<file path="src/hw/rtl/r2fft_pkg.sv">
// Shared types, constants and the twiddle table of the radix-2 FFT/IFFT block.
`timescale 1ns / 1ps
package r2fft_pkg;

  // Work memory and transform size
  localparam int MAX_LOG   = 6;
  localparam int MAX_PTS   = 1 << MAX_LOG;
  localparam int ADDR_BITS = MAX_LOG;
  localparam int WORK_BITS = 27;
  localparam int LOG_BITS  = 3;
  localparam int BF_BITS   = MAX_LOG - 1;

  // Twiddles: Q1.15 with one extra bit for exactly +1.0 and -1.0
  localparam int TW_FRAC = 15;
  localparam int TW_BITS = TW_FRAC + 2;
  localparam int PROD_BITS = TW_BITS + WORK_BITS;
  localparam int SUM_BITS  = PROD_BITS + 1;
  localparam int W_BITS    = SUM_BITS - TW_FRAC;

  // Register byte addresses
  localparam int APB_ADDR_BITS = 3;
  localparam logic [APB_ADDR_BITS-1:0] REG_SIZE_LOG2    = 3'd0;
  localparam logic [APB_ADDR_BITS-1:0] REG_INVERSE_MODE = 3'd4;

  typedef enum logic [2:0] {
    ST_LOAD,
    ST_BF_RD,
    ST_BF_MUL,
    ST_BF_ADD,
    ST_BF_WRQ,
    ST_OUT_RD,
    ST_OUT_PUT
  } state_t;

  typedef enum logic [1:0] {
    WR_SAMPLE,
    WR_SUM,
    WR_DIFF
  } wr_sel_t;

  // Controller to datapath
  typedef struct packed {
    logic                 we;
    wr_sel_t              wsel;
    logic [ADDR_BITS-1:0] waddr;
    logic [ADDR_BITS-1:0] ra0;
    logic [ADDR_BITS-1:0] ra1;
    logic [BF_BITS-1:0]   tw_idx;
    logic                 mul_en;
    logic                 diff_en;
    logic                 out_load;
    logic                 out_last;
  } dp_cmd_t;

  // Datapath to controller
  typedef struct packed {
    logic out_free;
  } dp_stat_t;

  // cos(pi*i/32) for i in 0..16, scaled by 2^15 and rounded
  function automatic logic signed [TW_BITS-1:0] qcos(input logic [4:0] i);
    logic signed [TW_BITS-1:0] v;
    case (i)
      5'd0:    v = 17'sd32768;
      5'd1:    v = 17'sd32610;
      5'd2:    v = 17'sd32138;
      5'd3:    v = 17'sd31357;
      5'd4:    v = 17'sd30274;
      5'd5:    v = 17'sd28899;
      5'd6:    v = 17'sd27246;
      5'd7:    v = 17'sd25330;
      5'd8:    v = 17'sd23170;
      5'd9:    v = 17'sd20788;
      5'd10:   v = 17'sd18205;
      5'd11:   v = 17'sd15447;
      5'd12:   v = 17'sd12540;
      5'd13:   v = 17'sd9512;
      5'd14:   v = 17'sd6393;
      5'd15:   v = 17'sd3212;
      default: v = 17'sd0;
    endcase
    return v;
  endfunction

  // cos(2*pi*m/64) for m in 0..31
  function automatic logic signed [TW_BITS-1:0] tw_cos(input logic [BF_BITS-1:0] m);
    logic signed [TW_BITS-1:0] v;
    if (m <= 5'd16) begin
      v = qcos(m);
    end else begin
      v = -qcos(5'(6'd32 - {1'b0, m}));
    end
    return v;
  endfunction

  // sin(2*pi*m/64) for m in 0..31
  function automatic logic signed [TW_BITS-1:0] tw_sin(input logic [BF_BITS-1:0] m);
    logic signed [TW_BITS-1:0] v;
    if (m <= 5'd16) begin
      v = qcos(5'(5'd16 - m));
    end else begin
      v = qcos(5'(m - 5'd16));
    end
    return v;
  endfunction

  // Bit reversal over the full address width
  function automatic logic [ADDR_BITS-1:0] bit_rev(input logic [ADDR_BITS-1:0] x);
    logic [ADDR_BITS-1:0] r;
    for (int i = 0; i < ADDR_BITS; i++) begin
      r[i] = x[ADDR_BITS-1-i];
    end
    return r;
  endfunction

endpackage

</file>
<file path="src/hw/rtl/r2fft_ctrl.sv">
// Sequencer of the FFT/IFFT block: load, butterfly stages and bin readout.
`timescale 1ns / 1ps
module r2fft_ctrl
  import r2fft_pkg::*;
(
  input  logic                clk,
  input  logic                rst,
  input  logic [LOG_BITS-1:0] eff_log,
  input  logic                cnt_clear,
  input  logic                in_valid,
  output logic                in_stall,
  input  dp_stat_t            stat,
  output dp_cmd_t             cmd
);

  state_t state, state_next;

  logic [ADDR_BITS:0]   load_count;
  logic [BF_BITS-1:0]   bf;
  logic [LOG_BITS-1:0]  stage;
  logic [ADDR_BITS-1:0] bin;

  logic                 in_take;
  logic [ADDR_BITS-1:0] n_m1;
  logic [ADDR_BITS-1:0] half_n_m1;
  logic [ADDR_BITS-1:0] half;
  logic [ADDR_BITS-1:0] kmask;
  logic [ADDR_BITS-1:0] bx;
  logic [ADDR_BITS-1:0] k;
  logic [ADDR_BITS-1:0] addr_p;
  logic [ADDR_BITS-1:0] addr_q;
  logic [ADDR_BITS-1:0] tw_full;
  logic [LOG_BITS-1:0]  tw_shift;
  logic                 load_last;
  logic                 bf_last;
  logic                 stage_last;
  logic                 bin_last;

  // Sizes and butterfly addressing
  assign n_m1      = ADDR_BITS'((7'd1 << eff_log) - 7'd1);
  assign half_n_m1 = ADDR_BITS'((7'd1 << (eff_log - 3'd1)) - 7'd1);
  assign half      = ADDR_BITS'(7'd1 << stage);
  assign kmask     = half - 6'd1;
  assign bx        = {1'b0, bf};
  assign k         = bx & kmask;
  assign addr_p    = ((bx & ~kmask) << 1) | k;
  assign addr_q    = addr_p | half;
  assign tw_shift  = LOG_BITS'(3'd5 - stage);
  assign tw_full   = k << tw_shift;

  assign in_take    = (state == ST_LOAD) && in_valid;
  assign load_last  = (load_count[ADDR_BITS-1:0] == n_m1);
  assign bf_last    = (bx == half_n_m1);
  assign stage_last = (stage == eff_log - 3'd1);
  assign bin_last   = (bin == n_m1);

  // Next state
  always_comb begin
    state_next = state;
    case (state)
      ST_LOAD:    if (in_take && load_last) state_next = ST_BF_RD;
      ST_BF_RD:   state_next = ST_BF_MUL;
      ST_BF_MUL:  state_next = ST_BF_ADD;
      ST_BF_ADD:  state_next = ST_BF_WRQ;
      ST_BF_WRQ: begin
        if (bf_last && stage_last) state_next = ST_OUT_RD;
        else state_next = ST_BF_RD;
      end
      ST_OUT_RD:  state_next = ST_OUT_PUT;
      ST_OUT_PUT: begin
        if (stat.out_free) state_next = bin_last ? ST_LOAD : ST_OUT_RD;
      end
      default:    state_next = ST_LOAD;
    endcase
  end

  // Outputs
  always_comb begin
    cmd          = '0;
    cmd.wsel     = WR_SAMPLE;
    cmd.ra0      = addr_p;
    cmd.ra1      = addr_q;
    cmd.tw_idx   = tw_full[BF_BITS-1:0];
    cmd.out_last = bin_last;
    in_stall     = 1'b1;
    case (state)
      ST_LOAD: begin
        in_stall  = 1'b0;
        cmd.we    = in_take;
        cmd.waddr = bit_rev(load_count[ADDR_BITS-1:0]) >> (3'd6 - eff_log);
      end
      ST_BF_MUL: cmd.mul_en = 1'b1;
      ST_BF_ADD: begin
        cmd.we      = 1'b1;
        cmd.wsel    = WR_SUM;
        cmd.waddr   = addr_p;
        cmd.diff_en = 1'b1;
      end
      ST_BF_WRQ: begin
        cmd.we    = 1'b1;
        cmd.wsel  = WR_DIFF;
        cmd.waddr = addr_q;
      end
      ST_OUT_RD:  cmd.ra0 = bin;
      ST_OUT_PUT: begin
        cmd.ra0      = bin;
        cmd.out_load = stat.out_free;
      end
      default: ;
    endcase
  end

  // State and counters
  always_ff @(posedge clk) begin
    if (rst) begin
      state      <= ST_LOAD;
      load_count <= '0;
      bf         <= '0;
      stage      <= '0;
      bin        <= '0;
    end else begin
      state <= state_next;
      if (cnt_clear) begin
        load_count <= '0;
      end else if (in_take) begin
        load_count <= load_last ? '0 : load_count + 7'd1;
      end
      if (state == ST_BF_WRQ) begin
        if (bf_last) begin
          bf    <= '0;
          stage <= stage_last ? '0 : stage + 3'd1;
        end else begin
          bf <= bf + 5'd1;
        end
      end
      if (state == ST_OUT_PUT && stat.out_free) begin
        bin <= bin_last ? '0 : bin + 6'd1;
      end
    end
  end

endmodule

</file>
<file path="config.mk">
export PLATFORM = sky130hd
export DESIGN_NAME = r2fft_ctrl
export DESIGN_NICKNAME = d
export VERILOG_FILES = /design/src/hw/rtl/r2fft_pkg.sv /design/src/hw/rtl/r2fft_ctrl.sv
export SDC_FILE = /design/constraint.sdc
export NUM_CORES = 1
export LEC_CHECK = 0
export BUFFER_PORTS_ARGS = -buffer_cell sky130_fd_sc_hd__buf_2
export CORE_ASPECT_RATIO = 0.9
export CORE_MARGIN = 5
export CORE_UTILIZATION = 35
export CTS_CLUSTER_SIZE = 24
export DETAILED_ROUTE_END_ITERATION = 10
export MAX_ROUTING_LAYER = met4
export SKIP_CTS_REPAIR_TIMING = 1
export SYNTH_ARGS = -nofsm -noshare
export SYNTH_HDL_FRONTEND = slang
export SYNTH_SLANG_ARGS = --single-unit
</file>
<file path="constraint.sdc">
create_clock -name clk -period 4.3 [get_ports clk]
set_input_delay 0.215 -clock clk [delete_from_list [all_inputs] [get_ports clk]]
set_output_delay 0.215 -clock clk [all_outputs]
set_load 0.005 [all_outputs]
</file>
Yosys cells after proc, flatten, opt, wreduce, memory -nomap -nowiden --
Index checks and enable logic that the tools add are counted.
Word-level totals: bits of input ports 8, output and inout port bits 31, word-level logic and storage cells 64, register bits after elaboration 24
Operators by class: bitwise gates (word level) 5, eq/ne operators 12, add/subtract/negate cells 10, multiplexer cells 17, shift operators 5, reductions and logical operators 10
Operator list (number):
- case mux 3 bit (7 select lines) | 1
- case mux 6 bit (3 select lines) | 1
- left shift 1 x 3 -> 6 bit (first input constant) | 3
- subtractor 6 x 1 -> 6 bit (second input constant) | 3
- 2-to-1 mux 3 bit | 5
- == test 6 bit | 2
- 2-to-1 mux 6 bit | 2
- OR 6 bit | 2
- == test 3 bit (second input constant) | 3
- adder 7 x 1 -> 7 bit (second input constant) | 1
- 2-to-1 mux 7 bit | 1
- adder 6 x 1 -> 6 bit (second input constant) | 1
- bitwise AND 5 x 6 -> 6 bit | 1
- == test 3 x 2 -> 1 bit (second input constant) | 2
- == test 5 x 6 -> 1 bit | 1
- OR reduction 2 bit | 3
- left shift 6 x 3 -> 5 bit | 1
- >> shifter 6 x 3 -> 6 bit | 1
- subtractor 3 bit (first input constant) | 2
- adder 5 x 1 -> 5 bit (second input constant) | 1
- bitwise AND 5 bit | 1
- 2-to-1 mux 5 bit | 1
- NOT 5 bit | 1
- logical AND 1 bit | 4
- other kinds (11) | 15

Logic depth before layout (Yosys ltp) --
Gate-level depths: netlist of run 1.
depth in word-level cells 7, depth in mapped cells 12, depth with buffers taken out 11

Worst setup path after synthesis of run 1 --
OpenSTA, ideal clock, no wires.
path type input-to-reg, start point input eff_log[0], end point register stage[0], stages on the path 12, required time 4.230 ns, path buffers 1, library setup time 0.070 ns, arrival 2.813 ns, path slack 1.417 ns, cell sequence buf_1 -> inv_1 -> ha_1 -> xnor2_4 -> nand2_1 -> ha_1 -> xnor2_1 -> a21oi_1 -> nand4b_1 -> a2111oi_4 -> or3b_1 -> a21oi_1
Between the ends: cells in the longest elaborated chain, start to end 5, elaborated cells between the ends (all ways) 7, classes of those cells add/sub (2); eq/ne (2); shift (1); mux (1); reduce/logical (1)
Ends and longest elaborated chain:
- start, declared | line r2fft_ctrl.sv:8 | input logic [LOG_BITS-1:0] eff_log,
- subtractor 3 x 1 -> 3 bit * | line r2fft_ctrl.sv:41, r2fft_ctrl.sv:54
- left shift 1 x 3 -> 6 bit | line r2fft_ctrl.sv:41 | assign half_n_m1 = ADDR_BITS'((7'd1 << (eff_log - 3'd1)) - 7'd1);
- subtractor 6 x 1 -> 6 bit | line r2fft_ctrl.sv:41
- == test 5 x 6 -> 1 bit | line r2fft_ctrl.sv:53 | assign bf_last = (bx == half_n_m1);
- AND reduction 2 bit (no source line)
- end signal, assigned | line r2fft_ctrl.sv:131 | stage <= stage_last ? '0 : stage + 3'd1;
- end, declared | line r2fft_ctrl.sv:20 | logic [LOG_BITS-1:0] stage;
Every way passes the cells marked *; elsewhere a longest branch is shown, timed or not. A chain may end at the register's enable or synchronous reset.

Worst setup path in the final report of run 1 --
Ends and elaborated chain as after synthesis.

==> results.tsv, run 1 <==
stage	metric	value	unit
synthesis	portion of the post-synthesis area used by sequential elements	19.3	%
sta	share of the clock period used by the worst path	67.6	%
power	PnR Total Power	0.474	mW
floorplanning	initial core utilization	36.1	%
worst_setup_path	reg2reg setup slack	2010	ps
route	remaining design rule violation count	0	
sta	Fin Setup TNS	0	ps
clock_tree	total CTS buffers	3	
worst_setup_path	worst setup path class	in2reg	
clock_tree	total clock sinks	23	
floorplanning	die area	8580	um^2
synthesis	Netlist cell types	52	
clock_tree	maximum buffer depth of the clock tree	2	
clock_tree	Clock H-tree levels	1	
cells_and_area	Layout Nets	371	
flow_run	max-capacitance violation count	0	
synthesis	Netlist Area Pre-Place	2390	um^2
route	Initial DRT Pass Iterations	5	
placed_design	total of buffers placed on input and output ports	38	
worst_setup_path	Crit. End Element	flip-flop	
route	detailed-route wire length per cell	14.9	um
global_route	initial antenna violation count	0	
sta	RSZ-0062 raised after global routing	false	
sta	Hold Fails Final Rpt	0	
sta	number of max-slew violations in the final report	0	
floorplanning	Die Y-Extent	88.4	um
sta	# setup viols final	0	
clock_tree	clk slew on worst S/H paths	90	ps
cells_and_area	ratio of cells with drive above 1 in the final layout	14.5	%
worst_setup_path	data arrival at the endpoint of the critical path	3110	ps
cells_and_area	Filler Cells Inserted	701	
route	Via density	5.35	
route	final antenna-violating net count	0	
synthesis	number of warnings reported in the yosys synthesis log	0	
sta	Worst Tran Pin Value	671	ps
cells_and_area	Area Growth Syn to Fin	11.0	%
global_route	remaining global-route overflow	0	
synthesis	share of synthesized flip-flops with an asynchronous set or reset	0	%
global_route	wire length of the first global-routing pass	10800	um
worst_setup_path	maximum fanout count along the critical path	15	
global_route	via count of the first global-routing pass	2105	
min_path	worst min-delay path category	in2reg	
clock_tree	worst-skew pair later-pin latency	270	ps
worst_setup_path	kind of launch point of the worst setup path	input port	
placed_design	half-perimeter wire length after placement	5040	um
floorplanning	core area	6620	um^2
clock_tree	master cell of the clock root buffer	sky130_fd_sc_hd__clkbuf_8	
sta	post-route worst setup slack	1390	ps
global_route	GRT Total Usage	15.9	%
synthesis	leading register cell type out of synthesis	sky130_fd_sc_hd__dfxtp_1	
sta	final critical path time including I/O delays and setup	2910	ps
route	detailed-route wire length	6450	um
synthesis	post-synthesis net count	347	
floorplanning	horizontal extent of the die	97.1	um
power	largest vdd supply drop	0.125	mV
clock_tree	clock tree from TritonCTS	done	
cells_and_area	core utilization of the finished layout	40.0	%
sta	final worst clock skew	6.00	ps
cells_and_area	commonest cells after routing, fill and taps aside	sky130_fd_sc_hd__nand2_1 (38), sky130_fd_sc_hd__buf_2 (38), sky130_fd_sc_hd__nor2_1 (35), sky130_fd_sc_hd__xnor2_1 (23), sky130_fd_sc_hd__dfxtp_1 (23)	
sta	Max Freq	344	MHz
sta	Hold Slack	219	ps
floorplanning	count of boundary I/O pins	39	
power	pwr/cell area	179	nW/um^2
placed_design	Worst Setup Slack post-DPL	1180	ps
route	Iteration-0 DRC Markers	149	
cells_and_area	antenna cell count	0	
synthesis	mean area per synthesized cell	7.44	um^2
placed_design	weighted congestion reported at the end of routability-driven placement	0.902	
power	static leakage	1.16	nW
route	Vias	2323	
run_status	result of the run	completed	
global_route	maximum number of pins on one net before global-route repair	16	
synthesis	number of synthesized flops with an enable pin	0	
sta	headroom to the max-slew limit	55.0	%
worst_setup_path	endpoint required time on the critical path	4500	ps
synthesis	register bit total from synthesis	23	
floorplanning	placement row count	28	
synthesis	number of standard cells after synthesis	321	
==> per-stage QoR <==
stage | instance area, um^2 | instances
6_report | 2650 | 434
4_1_cts | 2650 | 434
3_5_place_dp | 2610 | 430
2_1_floorplan | 2390 | 321
3_3_place_gp | 2610 | 430
5_1_grt | 2650 | 434
==> area by class of cell <==
type | instances | area (um^2) | share of cell area [%]
Multi-Input combinational cell | 263 | 1780 | 67.1
Sequential cell | 23 | 460 | 17.4
Timing Repair Buffer | 39 | 198 | 7.46
Tap cell | 90 | 113 | 4.25
Inverter | 15 | 56.3 | 2.12
Clock buffer | 4 | 45.0 | 1.70
==> worst paths after layout <==
path                          from                          to  cells past startpoint
max                     eff_log[0]       stage[0]$_SDFFE_PP0P_                     12
max reg2reg  state[2]$_SDFFE_PP0P_       stage[0]$_SDFFE_PP0P_                      6
min reg2reg  state[0]$_SDFFE_PP0P_       state[0]$_SDFFE_PP0P_                      1
min                      cnt_clear  load_count[0]$_SDFFE_PP0P_                      3
==> critical path, cell delays in order <==
cell	delay, ps
sky130_fd_sc_hd__buf_2	270
sky130_fd_sc_hd__inv_1	170
sky130_fd_sc_hd__ha_1	290
sky130_fd_sc_hd__xnor2_4	290
sky130_fd_sc_hd__nand2_1	100
sky130_fd_sc_hd__ha_1	260
sky130_fd_sc_hd__xnor2_1	210
sky130_fd_sc_hd__a21oi_1	60
sky130_fd_sc_hd__nand4b_1	240
sky130_fd_sc_hd__a2111oi_4	490
sky130_fd_sc_hd__or3b_1	390
sky130_fd_sc_hd__a21oi_1	150
==> where the power goes <==
part / switching (mW) / leakage (nW) / internal [mW]
Sequential: 0.00496 / 0.185 / 0.215
Clock: 0.0747 / 0.0228 / 0.0662
Combinational: 0.0670 / 0.953 / 0.0457
Total: 0.147 / 1.16 / 0.327
==> Yosys cell counts (3+ instances only) <==
library cell / count / area, um^2
sky130_fd_sc_hd__inv_1: 15 / 56.3
sky130_fd_sc_hd__a31oi_1: 5 / 31.3
sky130_fd_sc_hd__nand2_1: 38 / 143
sky130_fd_sc_hd__o21bai_1: 3 / 22.5
sky130_fd_sc_hd__nand3_1: 11 / 55.1
sky130_fd_sc_hd__o21ai_0: 10 / 50.1
sky130_fd_sc_hd__nand2b_1: 8 / 50.1
sky130_fd_sc_hd__clkbuf_1: 12 / 45.0
sky130_fd_sc_hd__nand4_1: 7 / 43.8
sky130_fd_sc_hd__a21boi_0: 3 / 22.5
sky130_fd_sc_hd__dfxtp_1: 23 / 460
sky130_fd_sc_hd__nor3_1: 6 / 30.0
sky130_fd_sc_hd__nor3b_1: 4 / 30.0
sky130_fd_sc_hd__nor2b_1: 8 / 50.1
sky130_fd_sc_hd__ha_1: 18 / 225
sky130_fd_sc_hd__o21ai_1: 3 / 15.0
sky130_fd_sc_hd__mux2i_1: 11 / 110
sky130_fd_sc_hd__a21oi_1: 17 / 85.1
sky130_fd_sc_hd__and3_1: 3 / 18.8
sky130_fd_sc_hd__nor2_1: 35 / 131
sky130_fd_sc_hd__xor2_1: 16 / 140
sky130_fd_sc_hd__xnor2_1: 23 / 201
sky130_fd_sc_hd__buf_2: 5 / 25.0
==> cell families after synthesis <==
kind of cell | synth area share, %
simple gates | 28.2
flops | 19.3
compound gates | 16.3
buf+inv | 6.23
xor+xnor | 15.5
fa+ha+maj | 9.43
mux | 5.08
==> layer usage <==
metal  vias to the layer above  routed length (um)  GRT usage (%)
met5                         -                   0              -
met4                         0                  52           3.32
met3                         5                 294           1.65
met2                        83                2810           24.5
met1                      1083                3300           22.5
li1                       1152                   -              -
==> sequential cells by signal, indices dropped and copies added, names as in the netlist <==
| register | cells |
|---|---|
| bin | 6 |
| load_count | 6 |
| bf | 5 |
| stage | 3 |
| state | 3 |
Note: power is estimated with default switching activity, not from simulation.
==> run 2: changes to the inputs <==
==> constraint.sdc (replaced) <==
create_clock -name clk -period 2.6 [get_ports clk]
set_input_delay 0.13 -clock clk [delete_from_list [all_inputs] [get_ports clk]]
set_output_delay 0.13 -clock clk [all_outputs]
set_load 0.005 [all_outputs]
==> run 2 against run 1 <==
Effect of this change: first-iteration DRC count up 41%; via count up 0.65%; non-clock buffer count grew 15; sequential power is 65% higher; clock power rose by 65%; largest cell class unchanged.
==> results.tsv, run 2 (synthesis results as in run 1) <==
stage	metric	value	unit	change
floorplanning	core area	6620	um^2	unchanged
global_route	initial antenna violation count	0		unchanged
sta	number of max-slew violations in the final report	0		unchanged
global_route	remaining global-route overflow	0		unchanged
worst_setup_path	worst flop-to-flop path startpoint	state[2]$_SDFFE_PP0P_		
sta	final critical path time including I/O delays and setup	2380	ps	
floorplanning	placement row count	28		unchanged
route	Vias	2338		+0.65%
clock_tree	total clock sinks	23		unchanged
placed_design	total of buffers placed on input and output ports	38		unchanged
route	remaining design rule violation count	0		unchanged
clock_tree	worst-skew pair later-pin latency	270	ps	about the same
cells_and_area	Final Non-Filler Cells	449		+3.5%
min_path	Hold Crit Start	cnt_clear		
worst_setup_path	worst setup path class	reg2out		
route	final antenna-violating net count	0		unchanged
cells_and_area	Final Cell Area	2770	um^2	+4.5%
route	detailed-route wire length	6720	um	+4.2%
route	Via density	5.21		-2.7%
placed_design	placed cell count	445		+3.5%
route	Iteration-0 DRC Markers	210		+41%
cells_and_area	largest registers ranked by flip-flop count	bin: 6 flops, load_count: 6 flops, bf: 5 flops		
cells_and_area	ratio of cells with drive above 1 in the final layout	19.5	%	+5.0 points
cells_and_area	antenna cell count	0		unchanged
placed_design	total cell area at the placement stage	2720	um^2	+4.4%
clock_tree	total CTS buffers	3		unchanged
run_status	result of the run	completed		
clock_tree	clk slew on worst S/H paths	90	ps	about the same
sta	RSZ-0062 raised after global routing	false		
sta	Hold Fails Final Rpt	0		unchanged
sta	Max Freq	421	MHz	
placed_design	Worst Setup Slack post-DPL	-16.7	ps	-1200 ps
clock_tree	master cell of the clock root buffer	sky130_fd_sc_hd__clkbuf_8		
worst_setup_path	Crit. End Element	primary output		
route	detailed-route wire length per cell	15.0	um	+0.69%
min_path	worst min-delay path category	in2reg		
placed_design	weighted congestion reported at the end of routability-driven placement	0.921		+2.1%
worst_setup_path	endpoint required time on the critical path	2470	ps	-2030 ps
sta	# setup viols final	0		unchanged
cells_and_area	Filler Cells Inserted	673		-4.0%
clock_tree	Clock H-tree levels	1		unchanged
worst_setup_path	worst setup path start	stage[0]$_SDFFE_PP0P_		
cells_and_area	Layout Nets	386		+4.0%
sta	Hold Slack	153	ps	-66.2 ps
floorplanning	count of boundary I/O pins	39		unchanged
global_route	maximum number of pins on one net before global-route repair	14		-2
sta	Fin Setup TNS	0	ps	unchanged
floorplanning	horizontal extent of the die	97.1	um	unchanged
cells_and_area	commonest cells after routing, fill and taps aside	sky130_fd_sc_hd__nand2_1 (38), sky130_fd_sc_hd__buf_2 (38), sky130_fd_sc_hd__nor2_1 (35), sky130_fd_sc_hd__xnor2_1 (23), sky130_fd_sc_hd__dfxtp_1 (21)		
sta	headroom to the max-slew limit	60.4	%	+5.4 points
cells_and_area	Area Growth Syn to Fin	16.0	%	
global_route	via count of the first global-routing pass	2250		+6.9%
clock_tree	clock tree from TritonCTS	done		
power	PnR Total Power	0.796	mW	+68%
worst_setup_path	reg2reg setup slack	590	ps	-1420 ps
floorplanning	initial core utilization	36.1	%	unchanged
global_route	GRT Total Usage	16.6	%	+0.71 points
sta	final worst clock skew	6.84	ps	+0.837 ps
flow_run	max-capacitance violation count	0		unchanged
worst_setup_path	data arrival at the endpoint of the critical path	2250	ps	-860 ps
placed_design	half-perimeter wire length after placement	5270	um	+4.6%
sta	Worst Tran Pin Value	589	ps	-81.3 ps
sta	share of the clock period used by the worst path	91.4	%	
floorplanning	die area	8580	um^2	unchanged
power	largest vdd supply drop	0.211	mV	+69%
worst_setup_path	maximum fanout count along the critical path	6		-9
floorplanning	Die Y-Extent	88.4	um	unchanged
power	static leakage	1.24	nW	+6.6%
sta	post-route worst setup slack	224	ps	-1170 ps
worst_setup_path	kind of launch point of the worst setup path	flip-flop		
route	Initial DRT Pass Iterations	4		-1
power	pwr/cell area	287	nW/um^2	+61%
cells_and_area	core utilization of the finished layout	41.9	%	+1.8 points
global_route	wire length of the first global-routing pass	11500	um	+5.9%
clock_tree	maximum buffer depth of the clock tree	2		unchanged
[run 2: worst max-delay path, stage by stage, from the launching register on]
cell and delay, ps:
sky130_fd_sc_hd__dfxtp_2 370, sky130_fd_sc_hd__ha_1 210, sky130_fd_sc_hd__ha_1 210, sky130_fd_sc_hd__or3_1 360, sky130_fd_sc_hd__and3_2 270, sky130_fd_sc_hd__a211oi_1 230
sky130_fd_sc_hd__o21ai_0 160, sky130_fd_sc_hd__buf_2 160
[run 2: final cells by class]
type / instances / area, um^2 / area share, %
well taps: 90 / 113 / 4.06
flip-flops and latches: 23 / 463 / 16.7
clock inverters: 1 / 5.00 / 0.181
inverters: 15 / 56.3 / 2.03
repair buffers: 54 / 310 / 11.2
multi-input cells: 263 / 1780 / 64.3
clock buffers: 3 / 41.3 / 1.49
[run 2: routing by layer]
layer,global-route usage (%),wire length (um)
met1,23.5,3340
met2,25.4,2970
met3,1.97,334
met4,3.83,76
met5,-,0
[run 2: where the power goes]
| part | internal [mW] | switching [mW] | total [mW] | leakage [nW] |
|---|---|---|---|---|
| clock | 0.107 | 0.125 | 0.232 | 0.0255 |
| combinational | 0.0857 | 0.114 | 0.200 | 1.03 |
| sequential | 0.356 | 0.00835 | 0.364 | 0.186 |
[run 2: worst paths after layout]
path	end	cells after the start
max reg2reg	stage[0]$_SDFFE_PP0P_	5
min	load_count[1]$_SDFFE_PP0P_	3
max	cmd[24]	7
min reg2reg	bin[1]$_SDFFE_PP0P_	2
==> run 3: changes to the inputs <==
--- a/config.mk
+++ b/config.mk
@@ -5,12 +5,11 @@
 export SDC_FILE = /design/constraint.sdc
 export NUM_CORES = 1
 export LEC_CHECK = 0
-export BUFFER_PORTS_ARGS = -buffer_cell sky130_fd_sc_hd__buf_2
 export CORE_ASPECT_RATIO = 0.9
 export CORE_MARGIN = 5
 export CORE_UTILIZATION = 35
-export CTS_CLUSTER_SIZE = 24
 export DETAILED_ROUTE_END_ITERATION = 10
+export DONT_BUFFER_PORTS = 1
 export MAX_ROUTING_LAYER = met4
 export SKIP_CTS_REPAIR_TIMING = 1
 export SYNTH_ARGS = -nofsm -noshare
==> constraint.sdc (replaced) <==
create_clock -name clk -period 2.05 [get_ports clk]
set_input_delay 0.1025 -clock clk [delete_from_list [all_inputs] [get_ports clk]]
set_output_delay 0.1025 -clock clk [all_outputs]
set_load 0.005 [all_outputs]
==> run 3 against run 2 <==
Effect of this change: the flow now finishes with violations (negative setup slack); clock-buffer cell count did not move; combinational power rose by 50%; core utilization rose by 4.5 points; clock skew fell by 5.9 ps; global-route usage fell by 0.33 points; sequential share of layout area fell by 1.5 points; power rose by 32%; sequential power rose by 26%; die area did not move; design area rose by 11%; clock power rose by 28%; setup slack got worse by 300 ps; critical path type unchanged; largest cell class unchanged.
==> results.tsv, run 3 (synthesis results as in run 1) <==
stage	metric	value	unit	change
worst_setup_path	endpoint required time on the critical path	1950	ps	-520 ps
worst_setup_path	slowest CP cell	sky130_fd_sc_hd__dfxtp_4		
global_route	initial antenna violation count	0		unchanged
placed_design	weighted congestion reported at the end of routability-driven placement	0.924		+0.31%
worst_setup_path	kind of launch point of the worst setup path	flip-flop		
worst_setup_path	data arrival at the endpoint of the critical path	2020	ps	-230 ps
run_status	failing checks	negative setup slack		
global_route	maximum number of pins on one net before global-route repair	16		+2
worst_setup_path	kind of cell adding the most delay to the critical path	simple AND/OR/NAND/NOR gates		
cells_and_area	commonest cells after routing, fill and taps aside	sky130_fd_sc_hd__buf_4 (42), sky130_fd_sc_hd__nand2_1 (35), sky130_fd_sc_hd__nor2_1 (33), sky130_fd_sc_hd__xnor2_1 (22), sky130_fd_sc_hd__dfxtp_1 (21)		
placed_design	Worst Setup Slack post-DPL	-217	ps	-200 ps
route	Iteration-0 DRC Markers	123		-41%
run_status	result of the run	finished, violations left		
clock_tree	Clock H-tree levels	1		unchanged
cells_and_area	Final Non-Filler Cells	439		-2.2%
flow_run	max-capacitance violation count	0		unchanged
worst_setup_path	maximum fanout count along the critical path	5		-1
clock_tree	clock tree from TritonCTS	done		
sta	final critical path time including I/O delays and setup	2120	ps	
clock_tree	total clock sinks	23		unchanged
route	final antenna-violating net count	0		unchanged
worst_setup_path	cell-by-cell trace of the critical path	ha_4 > ha_4 > or3_4 > and3_4 > a211oi_4 > o21ai_2 > buf_4		
cells_and_area	leading cell type in the layout, fill and taps excluded	sky130_fd_sc_hd__buf_4		
floorplanning	placement row count	28		unchanged
placed_design	total of buffers placed on input and output ports	0		-100%
sta	Max Freq	471	MHz	
cells_and_area	largest registers ranked by flip-flop count	bin: 6 flops, load_count: 6 flops, bf: 5 flops		
route	Via density	5.36		+3.0%
power	pwr/cell area	343	nW/um^2	+19%
route	detailed-route wire length	7060	um	+5.1%
cells_and_area	antenna cell count	0		unchanged
route	Vias	2355		+0.73%
global_route	remaining global-route overflow	0		unchanged
worst_setup_path	worst setup path class	reg2out		
sta	post-route worst setup slack	-71.3	ps	-296 ps
cells_and_area	ratio of cells with drive above 1 in the final layout	29.5	%	+10 points
route	Initial DRT Pass Iterations	4		unchanged
cells_and_area	Filler Cells Inserted	630		-6.4%
worst_setup_path	Crit. End Element	primary output		
clock_tree	master cell of the clock root buffer	sky130_fd_sc_hd__clkbuf_8		
sta	final worst clock skew	0.901	ps	-5.94 ps
clock_tree	worst-skew pair later-pin latency	270	ps	about the same
sta	Hold Fails Final Rpt	0		unchanged
sta	number of max-slew violations in the final report	0		unchanged
route	detailed-route wire length per cell	16.1	um	+7.5%
worst_setup_path	buffers plus inverters on the worst setup path	1		unchanged
global_route	GRT Total Usage	16.3	%	-0.33 points
worst_setup_path	peak per-stage delay on the critical path	390	ps	+20 ps
floorplanning	Die Y-Extent	88.4	um	unchanged
clock_tree	clk slew on worst S/H paths	90	ps	about the same
global_route	via count of the first global-routing pass	2151		-4.4%
floorplanning	die area	8580	um^2	unchanged
sta	headroom to the max-slew limit	69.9	%	+9.5 points
sta	# setup viols final	3		+3
floorplanning	core area	6620	um^2	unchanged
sta	RSZ-0062 raised after global routing	true		
clock_tree	total CTS buffers	3		unchanged
placed_design	half-perimeter wire length after placement	5430	um	+3.2%
cells_and_area	sequential cell area	468	um^2	+1.1%
cells_and_area	Layout Nets	376		-2.6%
min_path	worst min-delay path category	in2reg		
clock_tree	maximum buffer depth of the clock tree	2		unchanged
placed_design	placed cell count	432		-2.9%
cells_and_area	multi-input logic area	2040	um^2	+14%
floorplanning	count of boundary I/O pins	39		unchanged
sta	Worst Tran Pin Value	450	ps	-139 ps
floorplanning	horizontal extent of the die	97.1	um	unchanged
route	remaining design rule violation count	0		unchanged
worst_setup_path	cell seen most often among critical-path stages	sky130_fd_sc_hd__ha_4		
power	static leakage	1.22	nW	-1.6%
cells_and_area	Area Growth Syn to Fin	28.5	%	
sta	share of the clock period used by the worst path	103	%	
global_route	wire length of the first global-routing pass	10900	um	-4.9%
floorplanning	initial core utilization	36.1	%	unchanged
power	largest vdd supply drop	0.225	mV	+6.5%
-- run 3: layout make-up --
cell class | count | share of cell area [%]
Clock buffer | 3 | 1.34
Clock inverter | 1 | 0.163
Inverter | 15 | 2.28
Multi-Input combinational cell | 263 | 66.3
Sequential cell | 23 | 15.2
Tap cell | 90 | 3.67
Timing Repair Buffer | 44 | 11.0
-- run 3: report_power, final --
group / total [mW] / leakage, nW / internal, mW / switching, mW
Sequential: 0.457 / 0.187 / 0.449 / 0.00755
Clock: 0.296 / 0.0255 / 0.136 / 0.159
Combinational: 0.300 / 1.00 / 0.147 / 0.154
Total: 1.05 / 1.22 / 0.732 / 0.321
-- run 3: path summary, 6_finish.rpt --
check | from | endpoint | slack, ps | depth (start not counted)
min reg2reg | bin[1]$_SDFFE_PP0P_ | bin[1]$_SDFFE_PP0P_ | 540 | 2
max reg2reg | load_count[2]$_SDFFE_PP0P_ | state[0]$_SDFFE_PP0P_ | 240 | 6
min | rst | bf[0]$_SDFFE_PP0N_ | 20 | 2
max | stage[0]$_SDFFE_PP0P_ | cmd[24] | -70 | 7
-- run 3: worst reg2reg max path: stages, from the launching register on --
cell	delay, ps
sky130_fd_sc_hd__dfxtp_1	350
sky130_fd_sc_hd__xor2_1	170
sky130_fd_sc_hd__xnor2_1	140
sky130_fd_sc_hd__nand3_1	90
sky130_fd_sc_hd__or4_4	530
sky130_fd_sc_hd__o22a_1	210
sky130_fd_sc_hd__a311oi_2	230
-- run 3: metrics by stage --
stage	cell area [um^2]	utilization, %	hold WS [ps]	total power [mW]	setup TNS [ps]
2_1_floorplan	2480	-	264	0.668	-952
3_3_place_gp	2780	42.0	177	0.738	-2040
3_5_place_dp	2780	42.0	179	0.742	-2700
4_1_cts	2830	42.7	-112	1.03	-1340
5_1_grt	3070	46.4	8.78	1.11	-938
6_report	3070	46.4	20.8	1.05	-124
-- run 3: layer usage --
layer	routed length [um]	GRT usage [%]	vias up	part of all wire [%]
li1	-	-	1162	-
met1	3130	21.0	1109	44
met2	3230	25.2	74	46
met3	585	4.10	10	8.3
met4	119	4.85	0	1.7
met5	0	-	-	0
